**src/rtl/core/rnta_pkg.sv**
```systemverilog
// Package for the radix number to ASCII core: widths, codes, sequencer states
// and the control structs shared by the divider, digit stack and top level.
// No dependencies.
`default_nettype none

package rnta_pkg;

   localparam int VALUE_WIDTH = 32;
   localparam int RADIX_W     = 6;
   localparam int DIGIT_W     = 6;
   localparam int CHAR_W      = 7;
   localparam int STACK_DEPTH = VALUE_WIDTH;
   localparam int CNT_W       = $clog2(STACK_DEPTH + 1);
   localparam int IDX_W       = $clog2(STACK_DEPTH);
   localparam int STEP_W      = $clog2(VALUE_WIDTH);

   localparam logic [CHAR_W-1:0]  DIGIT_BASE_CHAR  = 7'd48;
   localparam logic [CHAR_W-1:0]  LETTER_BASE_CHAR = 7'd87;
   localparam logic [CHAR_W-1:0]  SPACE_CHAR       = 7'd32;
   localparam logic [CHAR_W-1:0]  ERROR_CHAR       = 7'd0;
   localparam logic [DIGIT_W-1:0] DECIMAL_LIMIT    = 6'd10;
   localparam logic [RADIX_W-1:0] MIN_RADIX        = 6'd2;
   localparam logic [RADIX_W-1:0] MAX_RADIX        = 6'd36;
   localparam logic [RADIX_W-1:0] HEX_RADIX        = 6'd16;
   localparam logic [RADIX_W-1:0] OCT_RADIX        = 6'd8;
   localparam logic [RADIX_W-1:0] BIN_RADIX        = 6'd2;

   typedef logic [VALUE_WIDTH-1:0] value_type;
   typedef logic [RADIX_W-1:0]     radix_type;
   typedef logic [DIGIT_W-1:0]     digit_type;
   typedef logic [CHAR_W-1:0]      char_type;
   typedef logic [CNT_W-1:0]       count_type;

   typedef enum logic [1:0] {
      OP_HEX   = 2'd0,
      OP_OCT   = 2'd1,
      OP_BIN   = 2'd2,
      OP_GIVEN = 2'd3
   } opcode_type;

   typedef enum logic [2:0] {
      ST_IDLE,
      ST_DIVIDE,
      ST_EMIT,
      ST_SPACE,
      ST_ERROR
   } state_type;

   typedef struct packed {
      logic      start;
      value_type dividend;
      radix_type divisor;
   } div_ctl_type;

   typedef struct packed {
      logic      done;
      value_type quotient;
      digit_type remainder;
   } div_sts_type;

   typedef struct packed {
      logic      push;
      logic      pop;
      digit_type digit;
   } stk_ctl_type;

   typedef struct packed {
      count_type count;
      digit_type top;
   } stk_sts_type;

   function automatic char_type digit_to_char(input digit_type d);
      char_type c;
      if (d < DECIMAL_LIMIT) begin
         c = DIGIT_BASE_CHAR + CHAR_W'(d);
      end else begin
         c = LETTER_BASE_CHAR + CHAR_W'(d);
      end
      return c;
   endfunction

endpackage

`default_nettype wire

```
**src/rtl/core/rnta_divider.sv**
```systemverilog
// Iterative restoring divider: one quotient bit per cycle into a VALUE_WIDTH-bit
// quotient. Depends on rnta_pkg.
`default_nettype none

module rnta_divider (
   input  wire logic                 clock,
   input  wire logic                 reset,
   input  wire rnta_pkg::div_ctl_type ctl,
   output      rnta_pkg::div_sts_type sts
);

   rnta_pkg::value_type            quo_ff, quo_in;
   rnta_pkg::digit_type            rem_ff, rem_in;
   rnta_pkg::radix_type            div_ff, div_in;
   logic [rnta_pkg::STEP_W-1:0]    step_ff, step_in;
   logic                           run_ff, run_in;
   logic                           done_ff, done_in;

   logic [rnta_pkg::DIGIT_W:0]     trial;
   logic [rnta_pkg::DIGIT_W:0]     diff;
   logic                           fits;

   always_comb begin
      trial = {rem_ff, quo_ff[rnta_pkg::VALUE_WIDTH-1]};
      diff  = trial - {1'b0, div_ff};
      fits  = (trial >= {1'b0, div_ff});

      quo_in  = quo_ff;
      rem_in  = rem_ff;
      div_in  = div_ff;
      step_in = step_ff;
      run_in  = run_ff;
      done_in = 1'b0;

      if (ctl.start) begin
         quo_in  = ctl.dividend;
         rem_in  = '0;
         div_in  = ctl.divisor;
         step_in = '0;
         run_in  = 1'b1;
      end else if (run_ff) begin
         // shift in the next dividend bit, subtract when the divisor fits
         quo_in = {quo_ff[rnta_pkg::VALUE_WIDTH-2:0], fits};
         rem_in = fits ? diff[rnta_pkg::DIGIT_W-1:0] : trial[rnta_pkg::DIGIT_W-1:0];
         if (step_ff == rnta_pkg::STEP_W'(rnta_pkg::VALUE_WIDTH - 1)) begin
            run_in  = 1'b0;
            done_in = 1'b1;
         end else begin
            step_in = step_ff + 1'b1;
         end
      end
   end

   always_ff @(posedge clock) begin
      if (reset) begin
         run_ff  <= 1'b0;
         done_ff <= 1'b0;
         step_ff <= '0;
      end else begin
         run_ff  <= run_in;
         done_ff <= done_in;
         step_ff <= step_in;
      end
      quo_ff <= quo_in;
      rem_ff <= rem_in;
      div_ff <= div_in;
   end

   assign sts.done      = done_ff;
   assign sts.quotient  = quo_ff;
   assign sts.remainder = rem_ff;

endmodule

`default_nettype wire

```
**src/rtl/core/rnta_digit_stack.sv**
```systemverilog
// Digit stack: remainders pushed least significant first, popped most
// significant first. Depends on rnta_pkg.
`default_nettype none

module rnta_digit_stack (
   input  wire logic                 clock,
   input  wire logic                 reset,
   input  wire rnta_pkg::stk_ctl_type ctl,
   output      rnta_pkg::stk_sts_type sts
);

   rnta_pkg::digit_type digit_ff [rnta_pkg::STACK_DEPTH];
   rnta_pkg::count_type cnt_ff, cnt_in;
   rnta_pkg::count_type top_pos;

   always_comb begin
      top_pos = cnt_ff - rnta_pkg::CNT_W'(1);
      cnt_in  = cnt_ff;
      if (ctl.push) begin
         cnt_in = cnt_ff + rnta_pkg::CNT_W'(1);
      end else if (ctl.pop) begin
         cnt_in = top_pos;
      end
   end

   always_ff @(posedge clock) begin
      if (reset) begin
         cnt_ff <= '0;
      end else begin
         cnt_ff <= cnt_in;
      end
      if (ctl.push) begin
         digit_ff[cnt_ff[rnta_pkg::IDX_W-1:0]] <= ctl.digit;
      end
   end

   assign sts.count = cnt_ff;
   assign sts.top   = digit_ff[top_pos[rnta_pkg::IDX_W-1:0]];

endmodule

`default_nettype wire

```
**src/rtl/core/radix_number_to_ascii_core.sv**
```systemverilog
// Top level of the radix number to ASCII core: sequencer, output register,
// divider and digit stack. Depends on rnta_pkg, rnta_divider, rnta_digit_stack.
//
// Usage: a number enters on the req_ stream (opcode, radix, value) and leaves
// on the rsp_ stream as ASCII characters, most significant digit first, one
// transfer per character; rsp_tlast marks the final character of the number.
// Hex and octal output ends with a space. In given-base mode a radix below
// two yields a single transfer with char_code 0 and rsp_tuser (bad_base) set;
// radices above 36 are treated as 36. A zero value prints a single '0'.
// Operation: each digit costs one pass of the shared restoring divider, which
// produces one quotient bit per cycle. The digits are divided out and pushed
// on the digit stack least significant first; then the characters leave the
// output register one per cycle while the receiver is ready, followed by the
// space in hex and octal. A number has at most 32 digits, in binary. The next
// number can transfer once the last character is in the output register. A
// bad radix passes through the error state, which loads the error character,
// and then frees the input. req_tready is high only between numbers. rsp_ is
// driven from a register; when the receiver stalls, the character holds and
// the sequencer waits before loading the next one. Reset empties the digit
// stack, drops any pending character and returns to accepting input.
`default_nettype none

module radix_number_to_ascii_core (
   input  wire logic        clock,
   input  wire logic        reset,
   input  wire logic        req_tvalid,
   output      logic        req_tready,
   input  wire logic [39:0] req_tdata,   // opcode [1:0], radix [7:2], value [39:8]
   output      logic        rsp_tvalid,
   input  wire logic        rsp_tready,
   output      logic [7:0]  rsp_tdata,   // char_code [6:0], zero [7]
   output      logic        rsp_tlast,
   output      logic        rsp_tuser    // bad_base [0]
);

   rnta_pkg::state_type   state_ff, state_in;
   rnta_pkg::radix_type   base_ff, base_in;
   logic                  space_ff, space_in;

   logic                  out_valid_ff, out_valid_in;
   rnta_pkg::char_type    out_char_ff, out_char_in;
   logic                  out_last_ff, out_last_in;
   logic                  out_bad_ff, out_bad_in;

   rnta_pkg::div_ctl_type div_ctl;
   rnta_pkg::div_sts_type div_sts;
   rnta_pkg::stk_ctl_type stk_ctl;
   rnta_pkg::stk_sts_type stk_sts;

   rnta_pkg::opcode_type  req_op;
   rnta_pkg::radix_type   req_radix;
   rnta_pkg::value_type   req_value;
   rnta_pkg::radix_type   dec_base;
   logic                  dec_space;
   logic                  dec_bad;
   logic                  out_free;
   logic                  req_take;

   rnta_divider u_divider (
      .clock (clock),
      .reset (reset),
      .ctl   (div_ctl),
      .sts   (div_sts)
   );

   rnta_digit_stack u_stack (
      .clock (clock),
      .reset (reset),
      .ctl   (stk_ctl),
      .sts   (stk_sts)
   );

   // decode the mode into a base
   always_comb begin
      req_op    = rnta_pkg::opcode_type'(req_tdata[1:0]);
      req_radix = req_tdata[7:2];
      req_value = rnta_pkg::value_type'(req_tdata[39:8]);
      dec_bad   = 1'b0;
      dec_space = 1'b0;
      dec_base  = rnta_pkg::BIN_RADIX;
      unique case (req_op)
         rnta_pkg::OP_HEX: begin
            dec_base  = rnta_pkg::HEX_RADIX;
            dec_space = 1'b1;
         end
         rnta_pkg::OP_OCT: begin
            dec_base  = rnta_pkg::OCT_RADIX;
            dec_space = 1'b1;
         end
         rnta_pkg::OP_BIN: begin
            dec_base = rnta_pkg::BIN_RADIX;
         end
         rnta_pkg::OP_GIVEN: begin
            dec_bad = (req_radix < rnta_pkg::MIN_RADIX);
            if (req_radix > rnta_pkg::MAX_RADIX) begin
               dec_base = rnta_pkg::MAX_RADIX;
            end else begin
               dec_base = req_radix;
            end
         end
      endcase
   end

   assign out_free   = !out_valid_ff || rsp_tready;
   assign req_tready = (state_ff == rnta_pkg::ST_IDLE);
   assign req_take   = req_tvalid && req_tready;

   always_comb begin
      state_in     = state_ff;
      base_in      = base_ff;
      space_in     = space_ff;
      out_valid_in = out_valid_ff && !rsp_tready;
      out_char_in  = out_char_ff;
      out_last_in  = out_last_ff;
      out_bad_in   = out_bad_ff;

      div_ctl.start    = 1'b0;
      div_ctl.dividend = div_sts.quotient;
      div_ctl.divisor  = base_ff;
      stk_ctl.push     = 1'b0;
      stk_ctl.pop      = 1'b0;
      stk_ctl.digit    = div_sts.remainder;

      unique case (state_ff)
         rnta_pkg::ST_IDLE: begin
            if (req_take) begin
               base_in  = dec_base;
               space_in = dec_space;
               if (dec_bad) begin
                  state_in = rnta_pkg::ST_ERROR;
               end else begin
                  div_ctl.start    = 1'b1;
                  div_ctl.dividend = req_value;
                  div_ctl.divisor  = dec_base;
                  state_in         = rnta_pkg::ST_DIVIDE;
               end
            end
         end
         rnta_pkg::ST_DIVIDE: begin
            if (div_sts.done) begin
               stk_ctl.push = 1'b1;
               if (div_sts.quotient == '0) begin
                  state_in = rnta_pkg::ST_EMIT;
               end else begin
                  div_ctl.start = 1'b1;
               end
            end
         end
         rnta_pkg::ST_EMIT: begin
            if (out_free) begin
               stk_ctl.pop  = 1'b1;
               out_valid_in = 1'b1;
               out_char_in  = rnta_pkg::digit_to_char(stk_sts.top);
               out_bad_in   = 1'b0;
               out_last_in  = (stk_sts.count == rnta_pkg::CNT_W'(1)) && !space_ff;
               if (stk_sts.count == rnta_pkg::CNT_W'(1)) begin
                  state_in = space_ff ? rnta_pkg::ST_SPACE : rnta_pkg::ST_IDLE;
               end
            end
         end
         rnta_pkg::ST_SPACE: begin
            if (out_free) begin
               out_valid_in = 1'b1;
               out_char_in  = rnta_pkg::SPACE_CHAR;
               out_last_in  = 1'b1;
               out_bad_in   = 1'b0;
               state_in     = rnta_pkg::ST_IDLE;
            end
         end
         rnta_pkg::ST_ERROR: begin
            if (out_free) begin
               out_valid_in = 1'b1;
               out_char_in  = rnta_pkg::ERROR_CHAR;
               out_last_in  = 1'b1;
               out_bad_in   = 1'b1;
               state_in     = rnta_pkg::ST_IDLE;
            end
         end
         default: begin
            state_in = rnta_pkg::ST_IDLE;
         end
      endcase
   end

   always_ff @(posedge clock) begin
      if (reset) begin
         state_ff     <= rnta_pkg::ST_IDLE;
         out_valid_ff <= 1'b0;
      end else begin
         state_ff     <= state_in;
         out_valid_ff <= out_valid_in;
      end
      base_ff     <= base_in;
      space_ff    <= space_in;
      out_char_ff <= out_char_in;
      out_last_ff <= out_last_in;
      out_bad_ff  <= out_bad_in;
   end

   assign rsp_tvalid = out_valid_ff;
   assign rsp_tdata  = {1'b0, out_char_ff};
   assign rsp_tlast  = out_last_ff;
   assign rsp_tuser  = out_bad_ff;

endmodule

`default_nettype wire

```
**config.mk**
```make
export PLATFORM = sky130hd
export DESIGN_NAME = radix_number_to_ascii_core
export DESIGN_NICKNAME = d
export VERILOG_FILES = /design/src/rtl/core/rnta_pkg.sv /design/src/rtl/core/rnta_divider.sv /design/src/rtl/core/rnta_digit_stack.sv /design/src/rtl/core/radix_number_to_ascii_core.sv
export SDC_FILE = /design/constraint.sdc
export NUM_CORES = 1
export LEC_CHECK = 0
export BUFFER_PORTS_ARGS = -buffer_cell sky130_fd_sc_hd__buf_4
export CAP_MARGIN = 20
export CORE_MARGIN = 2
export CORE_UTILIZATION = 50
export CTS_CLUSTER_DIAMETER = 150
export CTS_CLUSTER_SIZE = 30
export DETAILED_ROUTE_END_ITERATION = 8
export PLACE_DENSITY = 0.82
export SYNTH_ARGS = -nofsm -noshare
export SYNTH_HDL_FRONTEND = slang
export SYNTH_SLANG_ARGS = --single-unit
```
**constraint.sdc**
```tcl
create_clock -name clock -period 3.7 [get_ports clock]
set_input_delay 0.37 -clock clock [delete_from_list [all_inputs] [get_ports clock]]
set_output_delay 0.37 -clock clock [all_outputs]
set_load 0.005 [all_outputs]
```
[Word level (Yosys, flattened, before mapping)]
Memory sizes are Yosys's and may differ from the RTL's.
Index checks and enable logic that the tools add are counted.
Storage, ports and cells
  input port bits: 44
  memory bits (writable): 192
  memories kept: 1
  word-level logic and storage cells: 122
  output and inout port bits: 12
  register bits: 77
Memories
  u_stack.digit_ff: depth 32, width 6, read ports 1, clocked after Yosys merged registers in 0, wr ports 1, RTL line rnta_digit_stack.sv:12  | rnta_pkg::digit_type digit_ff [rnta_pkg::STACK_DEPTH];
Operators by class
  bitwise logic cells: 2
  $add $sub $neg: 6
  multiplexer cells: 46
  equal/unequal tests: 21
  order comparisons: 4
  reduce and logical (&&, ||, !) cells: 28
Operator list (number)
  39-bit 2-to-1 mux: 2
  32-bit 2-to-1 mux: 2
  38-bit 2-to-1 mux: 1
  32-bit logical NOT: 1
  7-bit 2-to-1 mux: 4
  6-bit 2-to-1 mux: 4
  6-bit one-hot mux with 4 select lines: 1
  3-bit 2-to-1 mux: 7
  7-bit one-hot mux with 3 select lines: 1
  1-bit 2-to-1 mux: 19
  2-bit inequality test (second input constant): 7
  3-bit one-hot mux with 4 select lines: 1
  2-bit by 1-bit inequality test with 1-bit output (second input constant): 5
  4-bit AND reduction: 2
  2-bit nonzero test: 4
  2-bit OR reduction: 4
  6-bit by 6-bit adder with 7-bit output (first input constant): 1
  7-bit by 6-bit adder with 7-bit output (first input constant): 1
  7-bit by 6-bit greater-or-equal comparator with 1-bit output: 1
  6-bit by 1-bit adder with 6-bit output (second input constant): 1
  3-bit by 2-bit == test with 1-bit output (second input constant): 2
  6-bit by 1-bit == test with 1-bit output (second input constant): 1
  6-bit greater-than comparator (second input constant): 1
  6-bit by 2-bit < comparator with 1-bit output (second input constant): 1
  22 further kinds: 33

[Logic depth before layout (Yosys ltp)]
Gate-level depths: netlist of the first run.
  depth in word-level cells: 8
  gate-level depth with buffers: 18
  gate-level depth less buffers: 13

[Cells and area by module]
A second synthesis of the first run with hierarchy kept.
Unflattened totals
  cell total of the unflattened synthesis: 777
  area, all modules: 12219.2 µm²
Modules (own cells, without submodules)
  rnta_digit_stack: cells an instance 418, times used 1, area each 8049.0 µm²
  rnta_divider: cells an instance 184, times used 1, area each 2406.1 µm²
  radix_number_to_ascii_core: cells an instance 175, times used 1, area each 1764.2 µm²

[Worst setup path before layout of the first run]
No wires, ideal clock.
  kind: reg-to-reg
  start point: register u_divider.quo_ff[24]
  end point: register u_divider.quo_ff[0], enable pin
  required time: 3.234 ns
  data arrival time: 3.446 ns
  library setup time: 0.466 ns
  slack: -0.212 ns
  cell stages (with the launch flop): 7
  cell sequence: edfxtp_1 > nor4_1 > nand4_1 > nor2_1 > nor2b_1 > clkbuf_1 > o21ai_0
Between the ends
  longest elaborated chain between the ends: 6
  elaborated cells between the ends (all ways): 9
Ends and longest elaborated chain
  from (decl): RTL line rnta_divider.sv:12  | rnta_pkg::value_type quo_ff, quo_in;
  from (signal assigned): RTL line rnta_divider.sv:64  | quo_ff <= quo_in;
  32-bit logical NOT (*): RTL line radix_number_to_ascii_core.sv:142  | if (div_sts.quotient == '0) begin
  1-bit 2-to-1 mux (*): RTL line radix_number_to_ascii_core.sv:142
  1-bit 2-to-1 mux (*): RTL line radix_number_to_ascii_core.sv:140  | if (div_sts.done) begin
  1-bit one-hot mux with 2 select lines (*): RTL line radix_number_to_ascii_core.sv:124  | unique case (state_ff)
  2-bit by 1-bit inequality test with 1-bit output (no line), or another cell as far along
  4-bit AND reduction (no line) (*)
Every way passes the cells marked *; elsewhere a longest branch is shown, timed or not.
A chain may end at the register's enable or synchronous reset.

[Worst setup path in the final report of the first run]
  start point: register u_stack.cnt_ff[0]
  end point: register out_char_ff[3] (data pin)
Between the ends
  longest elaborated chain between the ends: 6
  elaborated cells between the ends (all ways): 8
Ends and longest elaborated chain
  from (decl): RTL line rnta_digit_stack.sv:13  | rnta_pkg::count_type cnt_ff, cnt_in;
  from (signal assigned): RTL line rnta_digit_stack.sv:30  | cnt_ff <= cnt_in;
  6-bit by 1-bit subtractor with 6-bit output (*): RTL line rnta_digit_stack.sv:17  | top_pos = cnt_ff - rnta_pkg::CNT_W'(1);
  memory read 32 x 6 bit (*)
  7-bit by 6-bit adder with 7-bit output, or another cell as far along: RTL line rnta_pkg.sv:77  | c = LETTER_BASE_CHAR + CHAR_W'(d);
  7-bit 2-to-1 mux (*): RTL line rnta_pkg.sv:74  | if (d < DECIMAL_LIMIT) begin
  7-bit 2-to-1 mux (*): RTL line radix_number_to_ascii_core.sv:150  | if (out_free) begin
  7-bit one-hot mux with 3 select lines (*): RTL line radix_number_to_ascii_core.sv:124
  named net out_char_in[3]: RTL line radix_number_to_ascii_core.sv:41  | rnta_pkg::char_type out_char_ff, out_char_in;
  to (signal assigned): RTL line radix_number_to_ascii_core.sv:195  | out_char_ff <= out_char_in;
  to (decl): RTL line radix_number_to_ascii_core.sv:41
Mark *: on every way through the listed nets, which the timed path passes. The rest lies on a longest branch. The select of a mux whose other input is x is not followed.

==> results_dict.tcl, run 1 <==
set metrics [dict create \
    status "finished clean" \
    io_pins 56 \
    grt_pass1_wl_um 35560 \
    cpPeakStageDelay_ns 0.42 \
    synthToLayoutAreaGrowth_pct 9.221 \
    initial_core_util 0.5079 \
    hold_path_end "u_stack.cnt_ff[0]$_SDFFE_PP0P_" \
    final.min_clock_period_ns 3.481 \
    ys_top_cells_by_area "edfxtp_1 62%, mux4_2 8.0%, dfxtp_1 3.9%" \
    synth_seq_area_share 0.6602 \
    setup_viol 0 \
    hold_violations 0 \
    setup_tns_ns 0 \
    cts.clk_slew.worst_paths_ns 0.11 \
    end_kind "register" \
    power_mw 5.837 \
    drt_iter0_markers 576 \
    synth_ff_type "edfxtp_1" \
    grt_max_degree 44 \
    fin_util 0.5547 \
    worstHoldStart "reset" \
    grt-ovfl-total 0 \
    fmax_ghz 0.2873 \
    p_leak_nw 4.390 \
    cp_num_buf_inv 2 \
    synth_async_sr_flop_share 0 \
    synth_edf_count 246 \
    vias 6895 \
    grt_use_total 0.1832 \
    fp.dieW_um 158.2 \
    crit_chain "inv_6, ha_2, or3b_1, a211oi_2, nor2_1, o2111ai_1, ha_1, inv_1, a211o_2, a21oi_1, xor2_1, nor2_1" \
    syn_inst 838 \
    hold_slack_ns 0.1402 \
    antennaDiodeCount 0 \
    nNetsFinal 949 \
    r2r_start "u_stack.cnt_ff[0]$_SDFFE_PP0P_" \
    fillCellCount 1874 \
    synth_cell_type_count 63 \
    drc_errors 0 \
    ir_worst_vdd_mv 0.3660 \
    vias_per_cell 5.694 \
    wl_per_cell_um 18.61 \
    netlist_area_um2 11890 \
    critPathKind "reg2reg" \
    dpl.hpwl_um 15000 \
    antenna_found_initial 0 \
    drive_gt1_frac 0.1794 \
    die_h_um 158.2 \
    cpMostUsedCell "nor2_1" \
    start_kind "register" \
    final_cell_mix "246 x edfxtp_1, 109 x nand2_1, 98 x nor2_1" \
    synth.largest_area_cell "edfxtp_1" \
    cts.sinks 269 \
    crit_fanout 10 \
    clk_latency_ns 0.48 \
    syn_avg_cell_area_um2 14.18 \
    maxCapViolCount 0 \
    final_area_um2 12980 \
    r2r_end "out_char_ff[3]$_DFFE_PP_" \
    rsz0062_at_grt "false" \
    finalClockSkew_ns 0.01539 \
    cts-root-buf "clkbuf_16" \
    io_buffer_count 54 \
    crit_required_ns 3.93 \
    rows 56 \
    cts_max_path_buffers 3 \
    place_area_um2 12630 \
    place.gp.congestion 0.8901 \
    power-per-cell-area_nw_per_um2 449.6 \
    max-slew-margin-rel 0.5438 \
    r2r_setup_slack_ns 0.22 \
    syn_nets 901 \
    ys_ff_latch 269 \
    dr.pass1.iters 5 \
    ys_warn_count 0 \
    period_share 0.9409 \
    grt_pass1_vias 6691 \
    critical_path_arrival_ns 3.71 \
    crit_slowest_cell "o2111ai_1" \
    min_path_cells 2 \
    mostFrequentLayoutCell "edfxtp_1" \
    htreeDepth 1 \
    core_um2 23400 \
    drv_slew 0 \
    drtAntennaViolNets 0 \
    tightest_slew_ns 0.6818 \
    path_delay_family "compound AO/OA/AOI/OAI gates" \
    ff2ff_path_depth 12 \
    die_area_um2 25020 \
    drt_wl_total_um 22540 \
    min_path_type "in2reg" \
    cts_tree "done" \
    cts_buffers 12 \
    yosys.area.top_type_share 0.6215 \
]
==> registers in the layout (all words and copies together) (netlist names), 3 cells and up <==
name	flops
base_ff	6
out_char_ff	7
state_ff	3
u_divider.div_ff	6
u_divider.quo_ff	32
u_divider.rem_ff	6
u_divider.step_ff	5
u_stack.cnt_ff	6
u_stack.digit_ff	192
==> cell type report <==
class	count	area [um^2]	area share
timing repair buffer	75	600.6	0.04626
clock inverter	1	3.754	0.0002891
sequential	269	7850	0.6047
clock buffer	19	347.8	0.02679
multi-input combinational	505	3690	0.2842
inverter	23	91.34	0.007035
tap	319	399.1	0.03074
==> cells by family after synthesis <==
family | synth area share
adders and majority gates | 0.02063
other | 0.0003155
xor gates and xnor gates | 0.01411
DFF | 0.6602
muxes | 0.1112
and+or+nand+nor | 0.1037
AOI/OAI and AO/OA | 0.05937
buffers and inverters | 0.03053
==> through the flow <==
step,cells,setup WS (ns)
after floorplan,838,0.1443
final,1211,0.2187
after CTS,1211,0.08306
after global routing,1211,0.03396
after global placement,1191,0.2541
after detailed placement,1191,0.1083
==> timing repair <==
action	CTS	global route
buffers inserted	0	0
hold buffers	0	0
gates resized for setup	0	2
setup endpoints to repair	0	5
==> power by group <==
part           leakage, nW  switching (mW)  internal [mW]
logic                 1.74           0.430          0.213
registers             2.48          0.0667           3.61
clock network        0.173           0.851          0.661
==> worst max-delay path by stage <==
| stage | from | end | slack [ns] | cells after the start |
|---|---|---|---|---|
| floorplan | u_stack.cnt_ff[0]$_SDFFE_PP0P_ | out_char_ff[3]$_DFFE_PP_ | 0.14 | 18 |
| global placement | u_stack.cnt_ff[1]$_SDFFE_PP0P_ | out_char_ff[2]$_DFFE_PP_ | 0.25 | 12 |
| detailed placement | u_stack.cnt_ff[1]$_SDFFE_PP0P_ | out_char_ff[3]$_DFFE_PP_ | 0.11 | 12 |
| CTS | u_stack.cnt_ff[1]$_SDFFE_PP0P_ | out_char_ff[3]$_DFFE_PP_ | 0.08 | 12 |
| global route | u_stack.cnt_ff[0]$_SDFFE_PP0P_ | out_char_ff[2]$_DFFE_PP_ | 0.03 | 12 |
| finish | u_stack.cnt_ff[0]$_SDFFE_PP0P_ | out_char_ff[3]$_DFFE_PP_ | 0.22 | 12 |
==> worst reg2reg max path: stages, from the launching register on <==
cell and delay (ns):
dfxtp_2 0.37, inv_6 0.13, ha_2 0.36, or3b_1 0.39, a211oi_2 0.35, nor2_1 0.11, o2111ai_1 0.43, ha_1 0.24
inv_1 0.05, a211o_2 0.35, a21oi_1 0.21, xor2_1 0.19, nor2_1 0.06
==> per-layer routing <==
metal / share of wire / up-vias / wire (um) / track usage
li1: - / 3214 / - / -
met1: 0.42 / 3392 / 9441 / 0.2591
met2: 0.50 / 256 / 11350 / 0.3079
met3: 0.059 / 33 / 1329 / 0.02436
met4: 0.019 / 0 / 420 / 0.03775
met5: 0 / - / 0 / 0
==> synthesized netlist by cell type, types with 6 or more instances <==
cell	instances
nor2_1	98
xnor2_1	10
o22ai_1	9
nor2b_1	7
buf_4	7
edfxtp_1	246
xor2_1	6
o21ai_0	53
inv_1	22
a21oi_1	22
nand4_1	7
ha_1	18
clkbuf_1	20
buf_2	7
mux4_2	42
nand2b_1	7
mux2i_1	33
dfxtp_1	23
nor4_1	10
nand3_1	8
nand2_1	109
and3_1	7
Note: power is estimated with default switching activity, not from simulation.
==> run 2, diff against run 1 <==
--- a/config.mk
+++ b/config.mk
@@ -8,11 +8,12 @@
 export BUFFER_PORTS_ARGS = -buffer_cell sky130_fd_sc_hd__buf_4
 export CAP_MARGIN = 20
 export CORE_MARGIN = 2
-export CORE_UTILIZATION = 50
+export CORE_UTILIZATION = 45
 export CTS_CLUSTER_DIAMETER = 150
 export CTS_CLUSTER_SIZE = 30
 export DETAILED_ROUTE_END_ITERATION = 8
-export PLACE_DENSITY = 0.82
+export PLACE_DENSITY = 0.76
 export SYNTH_ARGS = -nofsm -noshare
 export SYNTH_HDL_FRONTEND = slang
+export SYNTH_HIERARCHICAL = 1
 export SYNTH_SLANG_ARGS = --single-unit
==> run 2 against run 1 <==
Utilization down 5.6 points. Sequential power is 20% higher. Sequential share of layout area down 1.8 points. Routed wire length fell by 0.52%. Maximum frequency up 4.4%. Global-route usage down 2.5 points. Clock skew down 0.0015 ns. Largest cell class unchanged. Highest routed layer unchanged.
==> results_dict.tcl, run 2 <==
set metrics [dict create \
    synth_ff_type "edfxtp_1" \
    setup_tns_ns 0 \
    synth.largest_area_cell "edfxtp_1" \
    synth-simple-area-share 0.08243 \
    crit_required_ns 3.91 \
    fillCellCount 2182 \
    cts_max_path_buffers 3 \
    hold_violations 0 \
    min_path_cells 2 \
    drc_errors 0 \
    hold_buffers 0 \
    grt_pass1_vias 6724 \
    synth.most_common_cell "edfxtp_1" \
    maxCapViolCount 0 \
    final.setup.worst_slack_ns 0.3641 \
    rows 60 \
    muxShareOfSynthArea 0.1705 \
    synth_seq_area_share 0.6422 \
    initial_core_util 0.4559 \
    core_um2 26800 \
    mostFrequentLayoutCell "edfxtp_1" \
    status "finished clean" \
    largest_reg_flops 192 \
    drt_wl_total_um 22420 \
    end_kind "register" \
    cts.sinks 269 \
    drtAntennaViolNets 0 \
    synth_common_cells "246 x edfxtp_1, 73 x mux2_2, 72 x nor2_1" \
    setup_viol 0 \
    netlist_area_um2 12220 \
    htreeDepth 1 \
    final_cell_mix "246 x edfxtp_1, 73 x mux2_2, 72 x nor2_1" \
    pre_cts_slack_ns 0.1989 \
    yosys.area_share.xor_xnor 0.01280 \
    fmax_ghz 0.2998 \
    post-cts-setup-buffers 0 \
    start_kind "register" \
    synthToLayoutAreaGrowth_pct 9.441 \
    syn_avg_cell_area_um2 15.73 \
    yosys.area.top_type_share 0.6045 \
    antenna_found_initial 0 \
    dr.pass1.iters 5 \
    ir_worst_vdd_mv 0.3661 \
    final_cells 1170 \
    grt-ovfl-total 0 \
    period_share 0.9016 \
    min_path_type "in2reg" \
    antennaDiodeCount 0 \
    p_comb_frac 0.415 \
    drive_gt1_frac 0.2835 \
    vias_per_cell 5.676 \
    tightest_slew_ns 0.7823 \
    cts_tree "done" \
    ys_warn_count 6 \
    die_h_um 168.8 \
    p_seq_frac 0.436 \
    syn_inst 777 \
    p_clk_frac 0.149 \
    cts-root-buf "clkbuf_16" \
    ff2ff_path_depth 12 \
    nNetsFinal 887 \
    vias 6641 \
    grt_use_total 0.1582 \
    crit_fanout 30 \
    cts_buffers 12 \
    io_buffer_count 54 \
    syn_nets 841 \
    synth_cell_type_count 65 \
    synth_edf_count 246 \
    synth_top_family_by_area "multiplexers" \
    finalClockSkew_ns 0.01389 \
    swShare 0.3331 \
    critPathKind "reg2reg" \
    fp.dieW_um 168.8 \
    drv_slew 0 \
    die_area_um2 28490 \
    wl_per_cell_um 19.16 \
    rsz0062_at_grt "false" \
    clk_latency_ns 0.48 \
    switching_power_mw 3.368 \
    placedCellCount 1151 \
    ys_ff_latch 269 \
    max-slew-margin-rel 0.4785 \
    io_pins 56 \
    ys_top_cells_by_area "edfxtp_1 60%, mux4_2 8.8%, mux2_2 6.7%" \
    final.min_clock_period_ns 3.336 \
    grt_max_degree 51 \
    dpl.hpwl_um 15120 \
    drt_iter0_markers 562 \
    grt_pass1_wl_um 35810 \
    critical_path_arrival_ns 3.55 \
    synthAdderAreaFrac 0.02109 \
    synth_async_sr_flop_share 0 \
    p_int_mw 6.742 \
    cts.clk_slew.worst_paths_ns 0.11 \
    power-per-cell-area_nw_per_um2 756.0 \
    ctsResizeCount 0 \
    p_leak_nw 4.423 \
    synth_compound_area_frac 0.04403 \
    place.gp.congestion 0.8507 \
]
==> run 2: worst max-delay path, cell delays in order, from the launching register on <==
cell and delay, ns:
dfxtp_4 0.37, inv_1 0.08, ha_2 0.38, buf_12 0.22, mux4_2 0.21, nor2b_1 0.19
a211oi_1 0.09, nor4_1 0.70, o211ai_1 0.15, nand2_1 0.28, nand3_1 0.14, xnor2_1 0.18
nor2_1 0.06
==> run 2: final cells by class <==
| cell class | instances | area [um^2] | area share |
|---|---|---|---|
| multi-input cells | 446 | 4070 | 0.3044 |
| flip-flops and latches | 269 | 7851 | 0.5871 |
| inverters | 22 | 82.58 | 0.006175 |
| clock buffers | 20 | 351.6 | 0.02629 |
| repair buffers | 72 | 590.6 | 0.04416 |
| well taps | 341 | 426.7 | 0.03190 |
==> run 2: stage by stage <==
| step | power (mW) | hold slack, ns | instance area (um^2) | utilization |
|---|---|---|---|---|
| after floorplan | 7.538 | 0.4391 | 12220 | - |
| after global placement | 8.514 | 0.4793 | 13010 | 0.4854 |
| after detailed placement | 8.616 | 0.4920 | 13010 | 0.4854 |
| after CTS | 10.12 | 0.1604 | 13360 | 0.4986 |
| after global routing | 10.74 | 0.1876 | 13370 | 0.4990 |
| final | 10.11 | 0.1715 | 13370 | 0.4990 |
==> run 2: metal layers <==
metal  share of wire  up-vias  track usage
met5               0        -            0
met4           0.024        0      0.04085
met3           0.047       37      0.02432
met2            0.50      176       0.2698
met1            0.43     3334       0.2138
li1                -     3094            -
==> run 2: power groups by stage <==
stage | clock [mW] | sequential [mW] | combinational [mW]
final | 1.50 | 4.41 | 4.20
after floorplan | 0 | 4.47 | 3.07
after CTS | 1.55 | 4.41 | 4.16
after global placement | 0 | 4.47 | 4.04
after detailed placement | 0 | 4.49 | 4.13
after global routing | 1.65 | 4.47 | 4.63
==> run 2: logic make-up after synthesis <==
group / Yosys count
flops: 269
simple gates: 194
mux: 135
compound gates: 79
buf+inv: 62
fa+ha+maj: 20
xor+xnor: 17
other cells: 1
==> run 2: final timing paths <==
kind	start	end	slack, ns
max	u_stack/cnt_ff[0]$_SDFFE_PP0P_	out_char_ff[4]$_DFFE_PP_	0.36
max reg2reg	u_stack/cnt_ff[0]$_SDFFE_PP0P_	out_char_ff[4]$_DFFE_PP_	0.36
min reg2reg	u_divider/step_ff[4]$_SDFFE_PP0P_	u_divider/step_ff[4]$_SDFFE_PP0P_	0.52
min	reset	u_stack/cnt_ff[0]$_SDFFE_PP0P_	0.17
==> run 3, diff against run 2 <==
==> constraint.sdc (replaced) <==
create_clock -name clock -period 3 [get_ports clock]
set_input_delay 0.3 -clock clock [delete_from_list [all_inputs] [get_ports clock]]
set_output_delay 0.3 -clock clock [all_outputs]
set_load 0.005 [all_outputs]
==> run 3 against run 2 <==
Total power grew 42%. Cell area rose by 6.4%. Count of clock-buffer cells in the layout stayed put. Non-clock buffer count is 45 higher.
==> results_dict.tcl, run 3 (synthesis results as in run 2) <==
set metrics [dict create \
    maxCapViolCount 0 \
    tightest_slew_ns 0.7859 \
    power_mw 14.36 \
    cts_tree "done" \
    final_area_um2 14230 \
    crit_fanout 24 \
    vias_per_cell 5.595 \
    place.gp.congestion 0.8003 \
    antennaDiodeCount 0 \
    grt_max_degree 35 \
    nNetsFinal 932 \
    grt_pass1_wl_um 36450 \
    io_pins 56 \
    end_kind "register" \
    min_path_type "in2reg" \
    initial_core_util 0.4559 \
    place_area_um2 13410 \
    drt_wl_total_um 23390 \
    max-slew-margin-rel 0.4761 \
    hold_violations 0 \
    top_layer "met4" \
    cpPeakStageDelay_ns 0.44 \
    synthToLayoutAreaGrowth_pct 16.44 \
    drc_errors 0 \
    power-per-cell-area_nw_per_um2 1009 \
    hold_slack_ns 0.1155 \
    final.min_clock_period_ns 2.999 \
    dr.pass1.iters 4 \
    critical_path_arrival_ns 3.23 \
    crit_start "u_stack/cnt_ff[0]$_SDFFE_PP0P_" \
    cts.sinks 269 \
    period_share 0.9995 \
    drtAntennaViolNets 0 \
    die_h_um 168.8 \
    status "finished clean" \
    fillCellCount 2093 \
    cts_buffers 12 \
    worstHoldStart "req_tdata[1]" \
    critPathKind "reg2reg" \
    setup_tns_ns 0 \
    met3_length_um 833 \
    rsz0062_at_grt "true" \
    final_cell_mix "246 x edfxtp_1, 101 x buf_4, 72 x nor2_1" \
    ir_worst_vdd_mv 0.6166 \
    wl_per_cell_um 19.25 \
    crit_slowest_cell "dfxtp_4" \
    fp.dieW_um 168.8 \
    setup_viol 0 \
    cts-root-buf "clkbuf_16" \
    io_buffer_count 54 \
    r2r_start "u_stack/cnt_ff[0]$_SDFFE_PP0P_" \
    cts.clk_slew.worst_paths_ns 0.12 \
    clk_latency_ns 0.49 \
    grt-ovfl-total 0 \
    drv_slew 0 \
    p_leak_nw 4.818 \
    fmax_ghz 0.3335 \
    routed-wl-met2_um 11830 \
    die_area_um2 28490 \
    dpl.hpwl_um 15560 \
    drt_iter0_markers 677 \
    grt_pass1_vias 6735 \
    cts_max_path_buffers 3 \
    start_kind "register" \
    hold_buffers 0 \
    crit_chain "inv_8, buf_6, ha_4, xor2_4, buf_12, nor2b_1, a221oi_4, nor4_4, inv_2, ha_4, o211ai_1, nand2_4, buf_4, xnor2_1, nor2_1" \
    cpMostUsedCell "ha_4" \
    rows 60 \
    met1_length_um 10320 \
    vias 6798 \
    drive_gt1_frac 0.3787 \
    antenna_found_initial 0 \
    htreeDepth 1 \
    crit_required_ns 3.23 \
    core_um2 26800 \
    grt_use_total 0.1614 \
    finalClockSkew_ns 0.01702 \
    mostFrequentLayoutCell "edfxtp_1" \
    largest_reg_flops 192 \
]
==> run 3: cell types whose count changed in the layout (fill, tap and decap cells not counted), sizes merged <==
cell / previous run / this run
buf: 72 / 117
==> run 3: path summary, 6_finish.rpt <==
check	slack, ns	to	depth (start not counted)
setup / recovery	0.001	out_char_ff[0]$_DFFE_PP_	15
hold / removal	0.12	space_ff$_DFFE_PP_	2
setup reg to reg	0.001	out_char_ff[0]$_DFFE_PP_	15
hold reg to reg	0.52	u_divider/step_ff[4]$_SDFFE_PP0P_	2
==> run 3: critical path, delay by kind of cell, from the launching register on <==
family | cells | cell delay, ns
AND/OR/NAND/NOR | 4 | 0.78
buffers and inverters | 5 | 0.61
flip-flops | 1 | 0.44
adder cells (fa/ha/maj) | 2 | 0.36
XOR/XNOR | 2 | 0.33
AO/OA/AOI/OAI | 2 | 0.21
==> run 3: layer usage <==
metal,track usage,vias to the layer above
met5,0,-
met4,0.03073,0
met3,0.02291,31
met2,0.2790,131
met1,0.2207,3452
li1,-,3184
==> run 3: area by class of cell <==
class,instances,area (um^2),area share
flip-flops and latches,269,7855,0.5521
multi-input cells,446,4514,0.3173
repair buffers,117,991.0,0.06964
well taps,341,426.7,0.02999
clock buffers,20,351.6,0.02471
inverters,22,90.09,0.006331
==> run 3: report_power, final <==
group	switching, mW	internal [mW]	total (mW)
logic	3.47	3.55	7.02
clock network	1.08	0.819	1.90
registers	0.358	5.09	5.44
total	4.91	9.45	14.4
==> run 3: what timing repair did <==
item | CTS | global route
gates resized for setup | 29 | 40
buffers inserted | 5 | 10
setup endpoints to repair | 6 | 7
pin swaps | 13 | 16
==> run 3: per-stage QoR <==
stage          instances  setup WS (ns)  utilization
6_report            1215       0.001380       0.5309
5_1_grt             1215       -0.09495       0.5309
3_3_place_gp        1182        -0.1420       0.5005
2_1_floorplan        777       -0.01118            -
3_5_place_dp        1182        -0.2046       0.5005
4_1_cts             1207        0.01622       0.5222
